[src/rtl/dsvm_pkg.sv]
package dsvm_pkg;

  localparam int VoicesDef      = 16;
  localparam int SlotsDef       = 16;
  localparam int SampleDepthDef = 65536;

  localparam logic [15:0] MasterGainReset = 16'd16384;
  localparam logic [23:0] EnvFull         = 24'h800000;
  // ceil(2^30 / 127): exact quotient by 127 for any 23-bit dividend.
  localparam logic [23:0] Recip127        = 24'd8454661;

  typedef enum logic [1:0] {
    FN_TICK = 2'd0,
    FN_NOTE = 2'd1,
    FN_LOAD = 2'd2,
    FN_SET  = 2'd3
  } func_e;

  typedef enum logic [3:0] {
    SET_NOTE   = 4'd0,
    SET_CHOKE  = 4'd1,
    SET_START  = 4'd2,
    SET_BASE   = 4'd3,
    SET_LENGTH = 4'd4,
    SET_INCR   = 4'd5,
    SET_LEVEL  = 4'd6,
    SET_PANL   = 4'd7,
    SET_PANR   = 4'd8,
    SET_DECAY  = 4'd9
  } set_e;

  typedef struct packed {
    logic latch;
    logic load_wr;
    logic set_wr;
    logic trg_chk;
    logic trg_fire;
    logic vchk;
    logic rd;
    logic c1;
    logic c2;
    logic c3;
    logic m1;
    logic m2;
    logic fin1;
    logic fin2;
  } cmd_t;

  typedef struct packed {
    logic vel_nz;
    logic slot_hit;
    logic voice_live;
    logic out_busy;
  } sts_t;

endpackage

[src/rtl/dsvm_ctrl.sv]
module dsvm_ctrl #(
  parameter int VOICES = dsvm_pkg::VoicesDef,
  parameter int SLOTS  = dsvm_pkg::SlotsDef,
  localparam int VoiceW = (VOICES > 1) ? $clog2(VOICES) : 1,
  localparam int SlotW  = (SLOTS > 1) ? $clog2(SLOTS) : 1
) (
  input  logic              clk_i,
  input  logic              rst_ni,
  input  logic              in_valid_i,
  output logic              in_stall_o,
  input  logic [1:0]        func_i,
  input  dsvm_pkg::sts_t    sts_i,
  output dsvm_pkg::cmd_t    cmd_o,
  output logic [VoiceW-1:0] vidx_o,
  output logic [SlotW-1:0]  sidx_o,
  output logic [1:0]        phase_o
);

  typedef enum logic [12:0] {
    S_IDLE = 13'b0000000000001,
    S_TRG0 = 13'b0000000000010,
    S_TRG1 = 13'b0000000000100,
    S_VCHK = 13'b0000000001000,
    S_RD   = 13'b0000000010000,
    S_RDW  = 13'b0000000100000,
    S_C1   = 13'b0000001000000,
    S_C2   = 13'b0000010000000,
    S_C3   = 13'b0000100000000,
    S_M1   = 13'b0001000000000,
    S_M2   = 13'b0010000000000,
    S_FIN1 = 13'b0100000000000,
    S_FIN2 = 13'b1000000000000
  } state_e;

  state_e            state_q, state_d;
  logic [VoiceW-1:0] vidx_q, vidx_d;
  logic [SlotW-1:0]  sidx_q, sidx_d;
  logic [1:0]        phase_q, phase_d;
  logic              last_voice, last_slot;

  assign last_voice = (vidx_q == VoiceW'(VOICES - 1));
  assign last_slot  = (sidx_q == SlotW'(SLOTS - 1));

  always_comb begin
    state_d = state_q;
    vidx_d  = vidx_q;
    sidx_d  = sidx_q;
    phase_d = phase_q;
    cmd_o   = '0;
    unique case (state_q)
      S_IDLE: begin
        if (in_valid_i) begin
          cmd_o.latch = 1'b1;
          unique case (dsvm_pkg::func_e'(func_i))
            dsvm_pkg::FN_TICK: begin
              state_d = S_VCHK;
              vidx_d  = '0;
            end
            dsvm_pkg::FN_NOTE: begin
              if (sts_i.vel_nz) begin
                state_d = S_TRG0;
                sidx_d  = '0;
              end
            end
            dsvm_pkg::FN_LOAD: cmd_o.load_wr = 1'b1;
            dsvm_pkg::FN_SET:  cmd_o.set_wr = 1'b1;
          endcase
        end
      end
      S_TRG0: begin
        cmd_o.trg_chk = 1'b1;
        if (sts_i.slot_hit) begin
          state_d = S_TRG1;
        end else if (last_slot) begin
          state_d = S_IDLE;
        end else begin
          sidx_d = sidx_q + 1'b1;
        end
      end
      S_TRG1: begin
        cmd_o.trg_fire = 1'b1;
        if (last_slot) begin
          state_d = S_IDLE;
        end else begin
          sidx_d  = sidx_q + 1'b1;
          state_d = S_TRG0;
        end
      end
      S_VCHK: begin
        cmd_o.vchk = 1'b1;
        if (sts_i.voice_live) begin
          state_d = S_RD;
          phase_d = '0;
        end else if (last_voice) begin
          state_d = S_FIN1;
        end else begin
          vidx_d = vidx_q + 1'b1;
        end
      end
      S_RD: begin
        cmd_o.rd = 1'b1;
        phase_d  = phase_q + 2'd1;
        if (phase_q == 2'd3) begin
          state_d = S_RDW;
        end
      end
      S_RDW: state_d = S_C1;
      S_C1: begin
        cmd_o.c1 = 1'b1;
        state_d  = S_C2;
      end
      S_C2: begin
        cmd_o.c2 = 1'b1;
        state_d  = S_C3;
      end
      S_C3: begin
        cmd_o.c3 = 1'b1;
        state_d  = S_M1;
      end
      S_M1: begin
        cmd_o.m1 = 1'b1;
        state_d  = S_M2;
      end
      S_M2: begin
        cmd_o.m2 = 1'b1;
        if (last_voice) begin
          state_d = S_FIN1;
        end else begin
          vidx_d  = vidx_q + 1'b1;
          state_d = S_VCHK;
        end
      end
      S_FIN1: begin
        cmd_o.fin1 = 1'b1;
        state_d    = S_FIN2;
      end
      S_FIN2: begin
        // Hold the finished mix until the output register is free.
        if (!sts_i.out_busy) begin
          cmd_o.fin2 = 1'b1;
          state_d    = S_IDLE;
        end
      end
      default: state_d = S_IDLE;
    endcase
  end

  always_ff @(posedge clk_i or negedge rst_ni) begin
    if (!rst_ni) begin
      state_q <= S_IDLE;
      vidx_q  <= '0;
      sidx_q  <= '0;
      phase_q <= '0;
    end else begin
      state_q <= state_d;
      vidx_q  <= vidx_d;
      sidx_q  <= sidx_d;
      phase_q <= phase_d;
    end
  end

  assign in_stall_o = (state_q != S_IDLE);
  assign vidx_o     = vidx_q;
  assign sidx_o     = sidx_q;
  assign phase_o    = phase_q;

  a_fin_free: assert property (@(posedge clk_i) disable iff (!rst_ni)
    cmd_o.fin2 |-> !sts_i.out_busy)
    else $error("result loaded while output register is held");

  a_tick_start: assert property (@(posedge clk_i) disable iff (!rst_ni)
    (state_q == S_IDLE && in_valid_i && func_i == dsvm_pkg::FN_TICK)
      |=> (state_q == S_VCHK && vidx_q == '0))
    else $error("tick did not start at the first voice");

  a_rd_phase: assert property (@(posedge clk_i) disable iff (!rst_ni)
    (state_q == S_RD && phase_q != 2'd3)
      |=> (state_q == S_RD && phase_q == $past(phase_q) + 2'd1))
    else $error("sample read phases out of order");

  a_last_voice: assert property (@(posedge clk_i) disable iff (!rst_ni)
    (state_q == S_M2 && last_voice) |=> (state_q == S_FIN1))
    else $error("tick did not close after the last voice");

endmodule

[config.mk]
export PLATFORM = sky130hd
export DESIGN_NAME = dsvm_ctrl
export DESIGN_NICKNAME = d
export VERILOG_FILES = /design/src/rtl/dsvm_pkg.sv /design/src/rtl/dsvm_ctrl.sv
export SDC_FILE = /design/constraint.sdc
export NUM_CORES = 1
export LEC_CHECK = 0
export ABC_AREA = 1
export BUFFER_PORTS_ARGS = -buffer_cell sky130_fd_sc_hd__buf_2
export CAP_MARGIN = 5
export CORE_ASPECT_RATIO = 1.4
export CORE_UTILIZATION = 50
export DETAILED_ROUTE_END_ITERATION = 10
export PLACE_DENSITY = 0.8
export SYNTH_ARGS = -nofsm -noshare
export SYNTH_HDL_FRONTEND = slang
export SYNTH_SLANG_ARGS = --single-unit
[constraint.sdc]
create_clock -name clk_i -period 2.07 [get_ports clk_i]
set_input_delay 0.1035 -clock clk_i [delete_from_list [all_inputs] [get_ports clk_i]]
set_output_delay 0.1035 -clock clk_i [all_outputs]
set_load 0.01 [all_outputs]
==> impl_metrics.csv, run 1 <==
group,metric,value,unit
critical_path,worstPathMaxFanout,12,
logic_synthesis,syn_area_per_cell,6.958,um2
final_layout,mostFrequentLayoutCells,"58 x sky130_fd_sc_hd__nand2_1, 40 x sky130_fd_sc_hd__inv_1, 34 x sky130_fd_sc_hd__nor2_1, 33 x sky130_fd_sc_hd__buf_2, 22 x sky130_fd_sc_hd__dfrtp_1",
clocking,cts.sinks,23,
logic_synthesis,xor_and_xnor_fraction_of_the_mapped_netlist_area,1.593,%
clocking,clock_latency,0.26,ns
job,max_cap_viol_count,0,
power_and_ir_drop,net_switching_fraction_of_the_power,49.58,%
critical_path,timing.critical_path.required,1.97,ns
drt,dr.first_iter.drc_count,35,
power_and_ir_drop,power.static_leakage,1.218,nW
critical_path,path_class,"reg2out",
floorplanning,initial_cell_density_of_the_core,52.80,%
critical_path,path_common_cell,"sky130_fd_sc_hd__nor2_4",
place,final_wtd_congestion,0.8282,
drt,viasPerCell,4.901,
drt,ant_nets,0,
critical_path,worstPathCellList,"nor2_4 -> nand2_2 -> nor2_4 -> nand2_4 -> inv_2 -> nand2_1 -> nor2_1 -> buf_2",
final_layout,layout_commonest_cell,"sky130_fd_sc_hd__nand2_1",
logic_synthesis,adder_and_majority_gate_portion_of_the_synthesized_area,2.276,%
run_status,status,"finished, final reports clean",
sta,hold_viol_final,0,
final_layout,final_layout_size_suffix_gt1_share,27.37,%
sta,report.final.setup_viol,0,
power_and_ir_drop,p_sw,1.085,mW
critical_path,timing.critical_path.to_type,"primary output",
final_layout,nets,287,
logic_synthesis,post_synthesis_cell_area,0.001649,mm2
final_layout,postLayoutCoreUtil,61.06,%
floorplanning,design.die.area,0.003535,mm2
floorplanning,core_area,0.003123,mm2
final_layout,layout.cell_area.non_filler,0.001907,mm2
logic_synthesis,post_synth_and_or_nand_nor_area_fraction,44.92,%
logic_synthesis,dominant_combinational_cell_family_by_area_after_synthesis,"simple AND/OR/NAND/NOR gates",
sta,totalNegativeSetupSlack,0,ns
clocking,clock_path_buffers,2,
critical_path,timing.critical_path.from_type,"flop",
drt,avgRoutedWirePerCell,10.59,um
logic_synthesis,synthMuxAreaShare,0,%
place,placed_area,0.001852,mm2
power_and_ir_drop,power-per-cell-area,1147,mW/mm2
place,numPortBuffers,33,
power_and_ir_drop,clockPowerShare,12.7,%
place,dpl.hpwl,2728,um
global_routing,grt_pass1_vias,1491,
logic_synthesis,ys_warn_count,0,
clocking,post_cts_resized,0,
clocking,cts_tree,"done",
clocking,cts_max_level,1,
global_routing,antenna_found_initial,0,
logic_synthesis,synthDistinctLibCells,29,
floorplanning,dieHeight,69.95,um
clocking,numCtsBuffers,3,
clocking,post_cts_setup_driven_buffer_insertion_count,0,
global_routing,grt_overflow_total,0,
sta,clock_skew_after_layout,0.001751,ns
logic_synthesis,synth_sequential_area_ratio,34.98,%
clocking,cts.root.buffer_cell,"sky130_fd_sc_hd__clkbuf_8",
final_layout,syn_to_final_growth,15.63,%
global_routing,maximum_number_of_pins_on_one_net_before_global_route_repair,24,
sta,final_max_slew_viol_count,0,
power_and_ir_drop,comb_power_share,59.1,%
sta,fin_hold_ws,0.1375,ns
critical_path,cp_slowest_stage_delay,0.42,ns
logic_synthesis,synth_compound_area_share,4.628,%
final_layout,n_antenna_cell,0,
drt,detailedRoute.firstPassIterationCount,4,
floorplanning,fp.dieW,50.54,um
global_routing,wire_length_of_the_first_global_routing_pass,5865,um
sta,finalWorstPathRequiredPeriod,1.869,ns
power_and_ir_drop,cellInternalPower,1.103,mW
logic_synthesis,post_synth_top_area_share,33.38,%
drt,vias,1534,
sta,worst_slew_pin_slew,0.5286,ns
sta,max-slew-margin-rel,64.76,%
sta,max_freq,0.5352,GHz
drt,post-route-drc-count,0,
power_and_ir_drop,power.ir.vdd_worst,0.9438,mV
logic_synthesis,netlist_instances,237,
logic_synthesis,synth.area.top_cells,"sky130_fd_sc_hd__dfrtp_1 33%, sky130_fd_sc_hd__nand2_1 13%, sky130_fd_sc_hd__inv_1 9.1%",
logic_synthesis,synth_seq_cells,23,
logic_synthesis,mappedNetlistNets,249,
logic_synthesis,synth_top_cell_by_area,"sky130_fd_sc_hd__dfrtp_1",
clocking,clk_transition_reported_paths,0.08,ns
floorplanning,num_io_pins,34,
drt,drt-total-wl,3315,um
hold_path,worst_hold_check_path_type,"in2reg",
sta,unrepaired_setup_endpoints_after_global_routing,"no",
critical_path,worst_path_max_delay_cell,"sky130_fd_sc_hd__dfrtp_1",
critical_path,timing.critical_path.arrival,1.77,ns
sta,final_cycle_share,90.27,%
floorplanning,core.rowCount,24,
clocking,cts_hold_buffers,1,
power_and_ir_drop,power,2.188,mW
power_and_ir_drop,power_frac_seq,28.2,%
global_routing,global_route.usage.total,21.00,%
## per-stage QoR
| step | setup slack (ns) | std cells |
|---|---|---|
| detailed placement | 0.3364 | 308 |
| global placement | 0.3937 | 308 |
| global route | 0.06556 | 313 |
| finish | 0.2014 | 313 |
| CTS | 0.2037 | 313 |
| floorplan | 0.6077 | 237 |
## power groups by stage
stage                     Combinational, mW  Clock (mW)  Sequential, mW
after detailed placement               1.30           0           0.626
after CTS                              1.31       0.289           0.616
after global placement                 1.29           0           0.622
final                                  1.29       0.279           0.617
after global routing                   1.47       0.303           0.627
after floorplan                        1.02           0           0.626
## cell families after synthesis
logic type      count (synthesis)
buf+inv                        48
fa+ha+maj                       3
xor+xnor                        3
flops                          23
simple gates                  148
compound gates                 12
## layer usage
metal / GRT usage [%] / share of wire (%)
met1: 22.24 / 39
met2: 41.19 / 57
met3: 1.961 / 2.4
met4: 7.099 / 1.6
met5: 0 / 0
## worst paths after layout
| kind | from | end | cells past startpoint | slack (ns) |
|---|---|---|---|---|
| max | state_q[11]$_DFFE_PN0P_ | cmd_o[12] | 8 | 0.20 |
| min | sts_i[2] | state_q[2]$_DFFE_PN0P_ | 3 | 0.14 |
| max reg2reg | state_q[11]$_DFFE_PN0P_ | vidx_o[3]$_DFFE_PN0P_ | 12 | 0.33 |
| min reg2reg | state_q[0]$_DFFE_PN1P_ | state_q[0]$_DFFE_PN1P_ | 2 | 0.50 |
| max in group asynchronous | rst_ni | state_q[0]$_DFFE_PN1P_ | 2 | 1.36 |
| min in group asynchronous | rst_ni | state_q[7]$_DFFE_PN0P_ | 2 | 0.35 |
## critical path: cells and delay by family (launching register included)
kind	cells	cell delay, ns
and+or+nand+nor	6	0.83
buffers and inverters	2	0.24
DFF	1	0.42
## registers in the layout, indices dropped and copies added, names as in the netlist
name / count
phase_o: 2
state_q: 13
sidx_o: 4
vidx_o: 4
## cell usage after synthesis
| library cell | count |
|---|---|
| sky130_fd_sc_hd__a21oi_1 | 2 |
| sky130_fd_sc_hd__a21oi_4 | 1 |
| sky130_fd_sc_hd__a22o_1 | 1 |
| sky130_fd_sc_hd__and3_1 | 2 |
| sky130_fd_sc_hd__buf_6 | 1 |
| sky130_fd_sc_hd__clkinv_2 | 1 |
| sky130_fd_sc_hd__dfrtp_1 | 22 |
| sky130_fd_sc_hd__dfstp_2 | 1 |
| sky130_fd_sc_hd__ha_1 | 3 |
| sky130_fd_sc_hd__inv_1 | 40 |
| sky130_fd_sc_hd__inv_2 | 5 |
| sky130_fd_sc_hd__inv_4 | 1 |
| sky130_fd_sc_hd__nand2_1 | 58 |
| sky130_fd_sc_hd__nand2_2 | 13 |
| sky130_fd_sc_hd__nand2_4 | 5 |
| sky130_fd_sc_hd__nand3_1 | 17 |
| sky130_fd_sc_hd__nand3_2 | 1 |
| sky130_fd_sc_hd__nand3_4 | 1 |
| sky130_fd_sc_hd__nand3b_1 | 2 |
| sky130_fd_sc_hd__nand4_1 | 4 |
| sky130_fd_sc_hd__nor2_1 | 34 |
| sky130_fd_sc_hd__nor2_2 | 5 |
| sky130_fd_sc_hd__nor2_4 | 5 |
| sky130_fd_sc_hd__nor3_1 | 1 |
| sky130_fd_sc_hd__o21ai_0 | 4 |
| sky130_fd_sc_hd__o21ai_1 | 3 |
| sky130_fd_sc_hd__o22ai_1 | 1 |
| sky130_fd_sc_hd__xnor2_1 | 1 |
| sky130_fd_sc_hd__xor2_1 | 2 |
## layout make-up
type	instances	area, um2
clock buffers	4	45.04
fillers	320	1216
inverters	47	180.2
multi-input cells	166	880.8
flip-flops and latches	23	576.8
well taps	39	48.80
repair buffers	34	175.2
Power figures use the tool's default switching activity.
==> run 2, diff against run 1 <==
--- a/config.mk
+++ b/config.mk
@@ -5,13 +5,12 @@
 export SDC_FILE = /design/constraint.sdc
 export NUM_CORES = 1
 export LEC_CHECK = 0
-export ABC_AREA = 1
 export BUFFER_PORTS_ARGS = -buffer_cell sky130_fd_sc_hd__buf_2
 export CAP_MARGIN = 5
 export CORE_ASPECT_RATIO = 1.4
 export CORE_UTILIZATION = 50
 export DETAILED_ROUTE_END_ITERATION = 10
-export PLACE_DENSITY = 0.8
+export PLACE_DENSITY = 0.81
 export SYNTH_ARGS = -nofsm -noshare
 export SYNTH_HDL_FRONTEND = slang
 export SYNTH_SLANG_ARGS = --single-unit
==> constraint.sdc (replaced) <==
create_clock -name clk_i -period 1.9 [get_ports clk_i]
set_input_delay 0.095 -clock clk_i [delete_from_list [all_inputs] [get_ports clk_i]]
set_output_delay 0.095 -clock clk_i [all_outputs]
set_load 0.01 [all_outputs]
==> run 2 against run 1 <==
Against the previous run:
- the flow now finishes with violations (setup timing)
- core utilization grew 23 points
- synthesized cell count is 29% lower
- hold slack got worse by 0.040 ns
- combinational power increased by 50%
- design area increased by 27%
- clock skew up 0.0031 ns
- non-clock buffer count grew 52
- highest routed layer unchanged
==> impl_metrics.csv, run 2 <==
group,metric,value,unit
run_status,status,"complete, but fails checks",
run_status,failed_checks,"setup timing",
job,max_cap_viol_count,0,
critical_path,r2r_end,"state_q[0]$_DFFE_PN1P_",
floorplanning,initial_cell_density_of_the_core,52.91,%
critical_path,worst_r2r_startpoint,"state_q[2]$_DFFE_PN0P_",
final_layout,syn_to_final_growth,58.92,%
final_layout,nets,264,
floorplanning,dieHeight,67.30,um
logic_synthesis,netlist_instances,169,
drt,viasPerCell,6.222,
global_routing,wire_length_of_the_first_global_routing_pass,8004,um
logic_synthesis,most_used_dff_post_synth,"sky130_fd_sc_hd__dfrtp_1",
logic_synthesis,synthDistinctLibCells,52,
hold_path,worst_hold_check_path_type,"in2reg",
global_routing,grt_overflow_total,0,
critical_path,critPathLaunch,"state_q[2]$_DFFE_PN0P_",
critical_path,timing.critical_path.arrival,2.02,ns
clocking,clk_transition_reported_paths,0.09,ns
clocking,cts.root.buffer_cell,"sky130_fd_sc_hd__clkbuf_8",
logic_synthesis,asyncSetResetFlopFracSynth,100.0,%
clocking,clock_latency,0.27,ns
sta,max_freq,0.4723,GHz
critical_path,timing.critical_path.to_type,"primary output",
place,place.detailed.instances,256,
critical_path,worstPathMaxFanout,3,
final_layout,regMostFlops,"state_q",
clocking,numCtsBuffers,3,
sta,unrepaired_setup_endpoints_after_global_routing,"yes",
critical_path,worstSetupEndpoint,"cmd_o[1]",
sta,hold_viol_final,0,
clocking,cts_tree,"done",
power_and_ir_drop,power-per-cell-area,1216,mW/mm2
logic_synthesis,syn_area_per_cell,9.010,um2
logic_synthesis,synth_top_cell_by_area,"sky130_fd_sc_hd__dfrtp_1",
floorplanning,core.rowCount,23,
sta,final_cycle_share,111.4,%
drt,post-route-drc-count,0,
sta,final_max_slew_viol_count,0,
place,dpl.hpwl,3223,um
logic_synthesis,ys_warn_count,0,
logic_synthesis,synth_seq_cells,23,
drt,vias,1792,
floorplanning,fp.dieW,48.64,um
sta,max-slew-margin-rel,61.90,%
critical_path,timing.critical_path.required,1.80,ns
sta,report.final.setup_viol,18,
clocking,cts.sinks,23,
drt,avgRoutedWirePerCell,20.15,um
place,numPortBuffers,33,
final_layout,fin_cells,288,
sta,clock_skew_after_layout,0.004879,ns
place,final_wtd_congestion,0.9221,
drt,dr.first_iter.drc_count,138,
floorplanning,core_area,0.002878,mm2
clocking,cts_max_level,1,
critical_path,path_class,"reg2out",
global_routing,grt_pass1_vias,1681,
global_routing,maximum_number_of_pins_on_one_net_before_global_route_repair,24,
logic_synthesis,ys_top_cells_by_count,"22 x sky130_fd_sc_hd__dfrtp_1, 14 x sky130_fd_sc_hd__nand2_1, 13 x sky130_fd_sc_hd__nor2_1",
hold_path,worstHoldPathCells,3,
final_layout,mostFrequentLayoutCells,"46 x sky130_fd_sc_hd__buf_4, 33 x sky130_fd_sc_hd__buf_2, 17 x sky130_fd_sc_hd__dfrtp_1, 12 x sky130_fd_sc_hd__nor2_1, 12 x sky130_fd_sc_hd__nand2_1",
final_layout,n_antenna_cell,0,
floorplanning,num_io_pins,34,
sta,worst_slew_pin_slew,0.5716,ns
sta,finalWorstPathRequiredPeriod,2.117,ns
global_routing,global_route.usage.total,32.59,%
drt,detailedRoute.firstPassIterationCount,4,
place,dp_slack,-0.1278,ns
final_layout,flip_flop_count_of_the_largest_register_after_layout,13,
global_routing,antenna_found_initial,0,
power_and_ir_drop,power.static_leakage,1.143,nW
logic_synthesis,yosysMostFrequentCell,"sky130_fd_sc_hd__dfrtp_1",
drt,drt-total-wl,5803,um
logic_synthesis,synth.area.top_cells,"sky130_fd_sc_hd__dfrtp_1 36%, sky130_fd_sc_hd__o21ai_0 3.9%, sky130_fd_sc_hd__nand3_1 3.6%",
drt,ant_nets,0,
floorplanning,design.die.area,0.003273,mm2
critical_path,cell_count_of_the_worst_reg_to_reg_path,9,
critical_path,timing.critical_path.from_type,"flop",
logic_synthesis,synth-edff-count,0,
final_layout,layout_commonest_cell,"sky130_fd_sc_hd__buf_4",
logic_synthesis,synth_sequential_area_ratio,37.88,%
final_layout,final_layout_size_suffix_gt1_share,54.18,%
logic_synthesis,mappedNetlistNets,181,
power_and_ir_drop,power.ir.vdd_worst,0.9453,mV
clocking,clock_path_buffers,2,
critical_path,reg2reg_slack,-0.18,ns
sta,post_layout_worst_setup_margin,-0.2171,ns
logic_synthesis,post_synthesis_cell_area,0.001523,mm2
logic_synthesis,post_synth_top_area_share,36.15,%
## run 2: cell types whose count changed after synthesis, moves of 5 or more
cell,previous run,this run
sky130_fd_sc_hd__nand2_4,5,0
sky130_fd_sc_hd__o21ai_0,4,12
sky130_fd_sc_hd__nand2_1,58,14
sky130_fd_sc_hd__nand2_2,13,1
sky130_fd_sc_hd__inv_1,40,9
sky130_fd_sc_hd__nor2_2,5,0
sky130_fd_sc_hd__nor4b_1,0,6
sky130_fd_sc_hd__nand3_1,17,11
sky130_fd_sc_hd__nand2b_1,0,5
sky130_fd_sc_hd__nor2_1,34,13
sky130_fd_sc_hd__nor2_4,5,0
sky130_fd_sc_hd__nor4_1,0,8
## run 2: power breakdown
part | switching (mW) | leakage (nW) | internal (mW)
Sequential | 0.116 | 0.305 | 0.587
Combinational | 0.980 | 0.812 | 0.945
Clock | 0.166 | 0.0255 | 0.147
Total | 1.26 | 1.14 | 1.68
## run 2: what timing repair did
action | in CTS | in global routing
endpoints found under the hold margin | 22 | 0
pin swaps | 13 | 14
endpoints found under the setup margin | 20 | 23
gates cloned | 0 | 0
gates resized for setup | 28 | 18
hold buffers | 1 | 0
buffers inserted | 18 | 9
## run 2: final cells by class
type	count	area, um2
Multi-Input combinational cell	128	1119
Timing Repair Buffer	86	588.1
Clock inverter	1	5.005
Tap cell	37	46.29
Fill cell	163	457.9
Inverter	10	37.54
Sequential cell	23	583.1
Clock buffer	3	41.29
## run 2: kinds of logic after synthesis
| group | after synthesis | share of synthesized area (%) |
|---|---|---|
| compound gates | 31 | 15.12 |
| xor+xnor | 5 | 2.876 |
| fa+ha+maj | 3 | 2.465 |
| buf+inv | 18 | 5.176 |
| flops | 23 | 37.88 |
| mux | 2 | 1.315 |
| simple gates | 87 | 35.17 |
## run 2: per-stage QoR
step                      power, mW  hold WS [ns]   TNS, ns  instance area, um2  util (%)
after CTS                     2.608       0.09010   -0.9554                2266     78.74
after global routing          3.065       0.09460    -3.051                2420     84.09
after global placement        1.868       0.09599  -0.05874                1954     67.91
after detailed placement      1.931        0.1115   -0.6036                1954     67.91
final                         2.942       0.09776    -1.955                2420     84.09
after floorplan               1.472       -0.2006   -0.4033                1603         -
## run 2: how the worst min path moves through the flow
stage	from	endpoint	slack (ns)
after global placement	rst_ni	sidx_o[3]$_DFFE_PN0P_	0.1
after global routing	sts_i[0]	state_q[12]$_DFFE_PN0P_	0.09
after CTS	sts_i[0]	state_q[12]$_DFFE_PN0P_	0.09
final	sts_i[0]	state_q[12]$_DFFE_PN0P_	0.1
after floorplan	rst_ni	phase_o[0]$_DFFE_PN0P_	-0.20
after detailed placement	rst_ni	sidx_o[2]$_DFFE_PN0P_	0.11
## run 2: routing by layer
layer / track usage (%) / part of all wire, % / vias up
met4: 19.49 / 6.9 / 0
met3: 2.252 / 5.7 / 40
met2: 61.28 / 52 / 107
li1: - / - / 786
met5: 0 / 0 / -
met1: 36.07 / 35 / 859
## run 2: critical path, stage by stage, from the launching register on
cell and delay, ns:
sky130_fd_sc_hd__dfrtp_2 0.45, sky130_fd_sc_hd__buf_6 0.13, sky130_fd_sc_hd__nor4_4 0.38, sky130_fd_sc_hd__nand3_2 0.14
sky130_fd_sc_hd__or2_4 0.29, sky130_fd_sc_hd__nor3b_4 0.19, sky130_fd_sc_hd__buf_2 0.17
==> run 3, diff against run 2 <==
--- a/config.mk
+++ b/config.mk
@@ -5,12 +5,12 @@
 export SDC_FILE = /design/constraint.sdc
 export NUM_CORES = 1
 export LEC_CHECK = 0
+export ABC_CLOCK_PERIOD_IN_PS = 1900
 export BUFFER_PORTS_ARGS = -buffer_cell sky130_fd_sc_hd__buf_2
-export CAP_MARGIN = 5
 export CORE_ASPECT_RATIO = 1.4
 export CORE_UTILIZATION = 50
 export DETAILED_ROUTE_END_ITERATION = 10
-export PLACE_DENSITY = 0.81
+export PLACE_DENSITY_LB_ADDON = 0.08
 export SYNTH_ARGS = -nofsm -noshare
 export SYNTH_HDL_FRONTEND = slang
 export SYNTH_SLANG_ARGS = --single-unit
==> run 3 against run 2 <==
Against the previous run:
- the run still ends with setup timing left
- design area is 0.36% higher
- hold slack got worse by 0.0068 ns
- largest cell class unchanged
- die area unchanged
- largest power group unchanged
==> impl_metrics.csv, run 3 (synthesis gave the netlist of run 2 again) <==
group,metric,value,unit
sta,totalNegativeSetupSlack,-1.879,ns
critical_path,worstPathMaxFanout,3,
drt,ant_nets,0,
final_layout,mostFrequentLayoutCells,"41 x sky130_fd_sc_hd__buf_4, 30 x sky130_fd_sc_hd__buf_2, 18 x sky130_fd_sc_hd__dfrtp_1, 11 x sky130_fd_sc_hd__nand2_1, 10 x sky130_fd_sc_hd__nor2_1",
drt,vias,1704,
sta,finalWorstPathRequiredPeriod,2.087,ns
critical_path,timing.critical_path.to_type,"primary output",
place,dpl.hpwl,3066,um
place,final_wtd_congestion,0.9974,
power_and_ir_drop,power,2.783,mW
sta,max-slew-margin-rel,63.51,%
critical_path,cell_count_of_the_worst_reg_to_reg_path,8,
hold_path,min_to,"state_q[12]$_DFFE_PN0P_",
sta,post_layout_worst_setup_margin,-0.1873,ns
global_routing,wire_length_of_the_first_global_routing_pass,7293,um
drt,post-route-drc-count,0,
global_routing,antenna_found_initial,0,
critical_path,reg2reg_slack,-0.18,ns
final_layout,seqCellArea,581.8,um2
final_layout,nets,260,
global_routing,maximum_number_of_pins_on_one_net_before_global_route_repair,24,
critical_path,path_class,"reg2out",
floorplanning,fp.dieW,48.64,um
place,numPortBuffers,33,
critical_path,timing.critical_path.from_type,"flop",
clocking,cts_max_level,1,
sta,report.final.setup_viol,22,
clocking,clk_transition_reported_paths,0.08,ns
sta,max_freq,0.4791,GHz
hold_path,min_from,"sts_i[0]",
sta,final_max_slew_viol_count,0,
hold_path,worst_hold_check_path_type,"in2reg",
clocking,clock_latency,0.27,ns
power_and_ir_drop,power-per-cell-area,1146,mW/mm2
hold_path,worstHoldPathCells,3,
global_routing,grt_pass1_vias,1615,
critical_path,timing.critical_path.arrival,1.99,ns
global_routing,global_route.usage.total,29.46,%
power_and_ir_drop,power.ir.vdd_worst,0.7564,mV
final_layout,n_fill_cell,166,
floorplanning,dieHeight,67.30,um
run_status,status,"complete, but fails checks",
run_status,failed_checks,"setup timing",
final_layout,final_layout_size_suffix_gt1_share,55.47,%
final_layout,layout_commonest_cell,"sky130_fd_sc_hd__buf_4",
final_layout,postLayoutCoreUtil,84.39,%
drt,avgRoutedWirePerCell,17.74,um
global_routing,grt_overflow_total,0,
floorplanning,design.die.area,0.003273,mm2
drt,drt-total-wl,5038,um
critical_path,r2r_end,"vidx_o[3]$_DFFE_PN0P_",
critical_path,timing.critical_path.required,1.80,ns
floorplanning,initial_cell_density_of_the_core,52.91,%
final_layout,syn_to_final_growth,59.49,%
sta,final_cycle_share,109.9,%
clocking,numCtsBuffers,3,
clocking,cts.root.buffer_cell,"sky130_fd_sc_hd__clkbuf_8",
floorplanning,core_area,0.002878,mm2
sta,clock_skew_after_layout,0.001197,ns
final_layout,n_antenna_cell,0,
final_layout,flip_flop_count_of_the_largest_register_after_layout,13,
drt,detailedRoute.firstPassIterationCount,4,
clocking,clock_path_buffers,2,
final_layout,footprint_of_the_multi_input_gates,0.001129,mm2
drt,dr.first_iter.drc_count,76,
sta,hold_viol_final,0,
clocking,cts_tree,"done",
job,max_cap_viol_count,0,
sta,fin_hold_ws,0.09096,ns
floorplanning,num_io_pins,34,
floorplanning,core.rowCount,23,
critical_path,worst_r2r_startpoint,"state_q[2]$_DFFE_PN0P_",
drt,viasPerCell,6.000,
power_and_ir_drop,power.static_leakage,1.138,nW
clocking,cts.sinks,23,
sta,unrepaired_setup_endpoints_after_global_routing,"yes",
sta,worst_slew_pin_slew,0.5473,ns
final_layout,regMostFlops,"state_q",
-- run 3: cell types whose count changed in the layout (fill, tap and decap cells not counted), sizes merged --
cell    before  now
clkbuf       3    4
buf         85   81
clkinv       1    0
-- run 3: metrics by stage --
stage,worst slack (ns),cell area [um2],std cells
floorplan,-0.08094,1603,169
global placement,-0.02962,1982,258
detailed placement,-0.07779,1982,258
CTS,-0.1722,2258,278
global route,-0.3341,2429,284
finish,-0.1873,2429,284
-- run 3: how the worst max path moves through the flow --
stage	start	end	slack, ns
after global placement	state_q[6]$_DFFE_PN0P_	sidx_o[3]$_DFFE_PN0P_	-0.03
after CTS	state_q[3]$_DFFE_PN0P_	cmd_o[0]	-0.17
after detailed placement	state_q[2]$_DFFE_PN0P_	vidx_o[0]$_DFFE_PN0P_	-0.08
final	state_q[2]$_DFFE_PN0P_	cmd_o[1]	-0.19
after global routing	state_q[2]$_DFFE_PN0P_	vidx_o[3]$_DFFE_PN0P_	-0.33
after floorplan	state_q[4]$_DFFE_PN0P_	vidx_o[3]$_DFFE_PN0P_	-0.08
-- run 3: metal layers --
metal  up-vias  wire length (um)  track usage, %  part of all wire [%]
met5         -                 0               0                     0
li1        780                 -               -                     -
met3        20               191           2.928                   3.8
met4         0               169           15.81                   3.4
met1       842              1889           33.52                    37
met2        62              2787           54.51                    55
-- run 3: what timing repair did --
action                                 CTS  global route
setup endpoints to repair               19            23
setup buffers                           15             7
resized for setup                       24            31
pin swaps                               13             8
hold buffers                             1             0
endpoints found under the hold margin   22             0
-- run 3: critical path: stages, from the launching register on --
cell                      delay (ns)
sky130_fd_sc_hd__dfrtp_2        0.46
sky130_fd_sc_hd__buf_6          0.14
sky130_fd_sc_hd__nor4_4         0.35
sky130_fd_sc_hd__nand3_1        0.15
sky130_fd_sc_hd__or2_4          0.28
sky130_fd_sc_hd__nor3b_4        0.19
sky130_fd_sc_hd__buf_2          0.15
-- run 3: area by class of cell --
type / instances / share of cell area [%]
multi-input cells: 128 / 46.47
inverters: 10 / 1.546
repair buffers: 82 / 24.27
flip-flops and latches: 23 / 23.96
clock buffers: 4 / 1.855
well taps: 37 / 1.906
-- run 3: power breakdown --
group / switching, mW / internal (mW)
Sequential: 0.130 / 0.587
Clock: 0.160 / 0.150
Combinational: 0.874 / 0.882
Total: 1.16 / 1.62
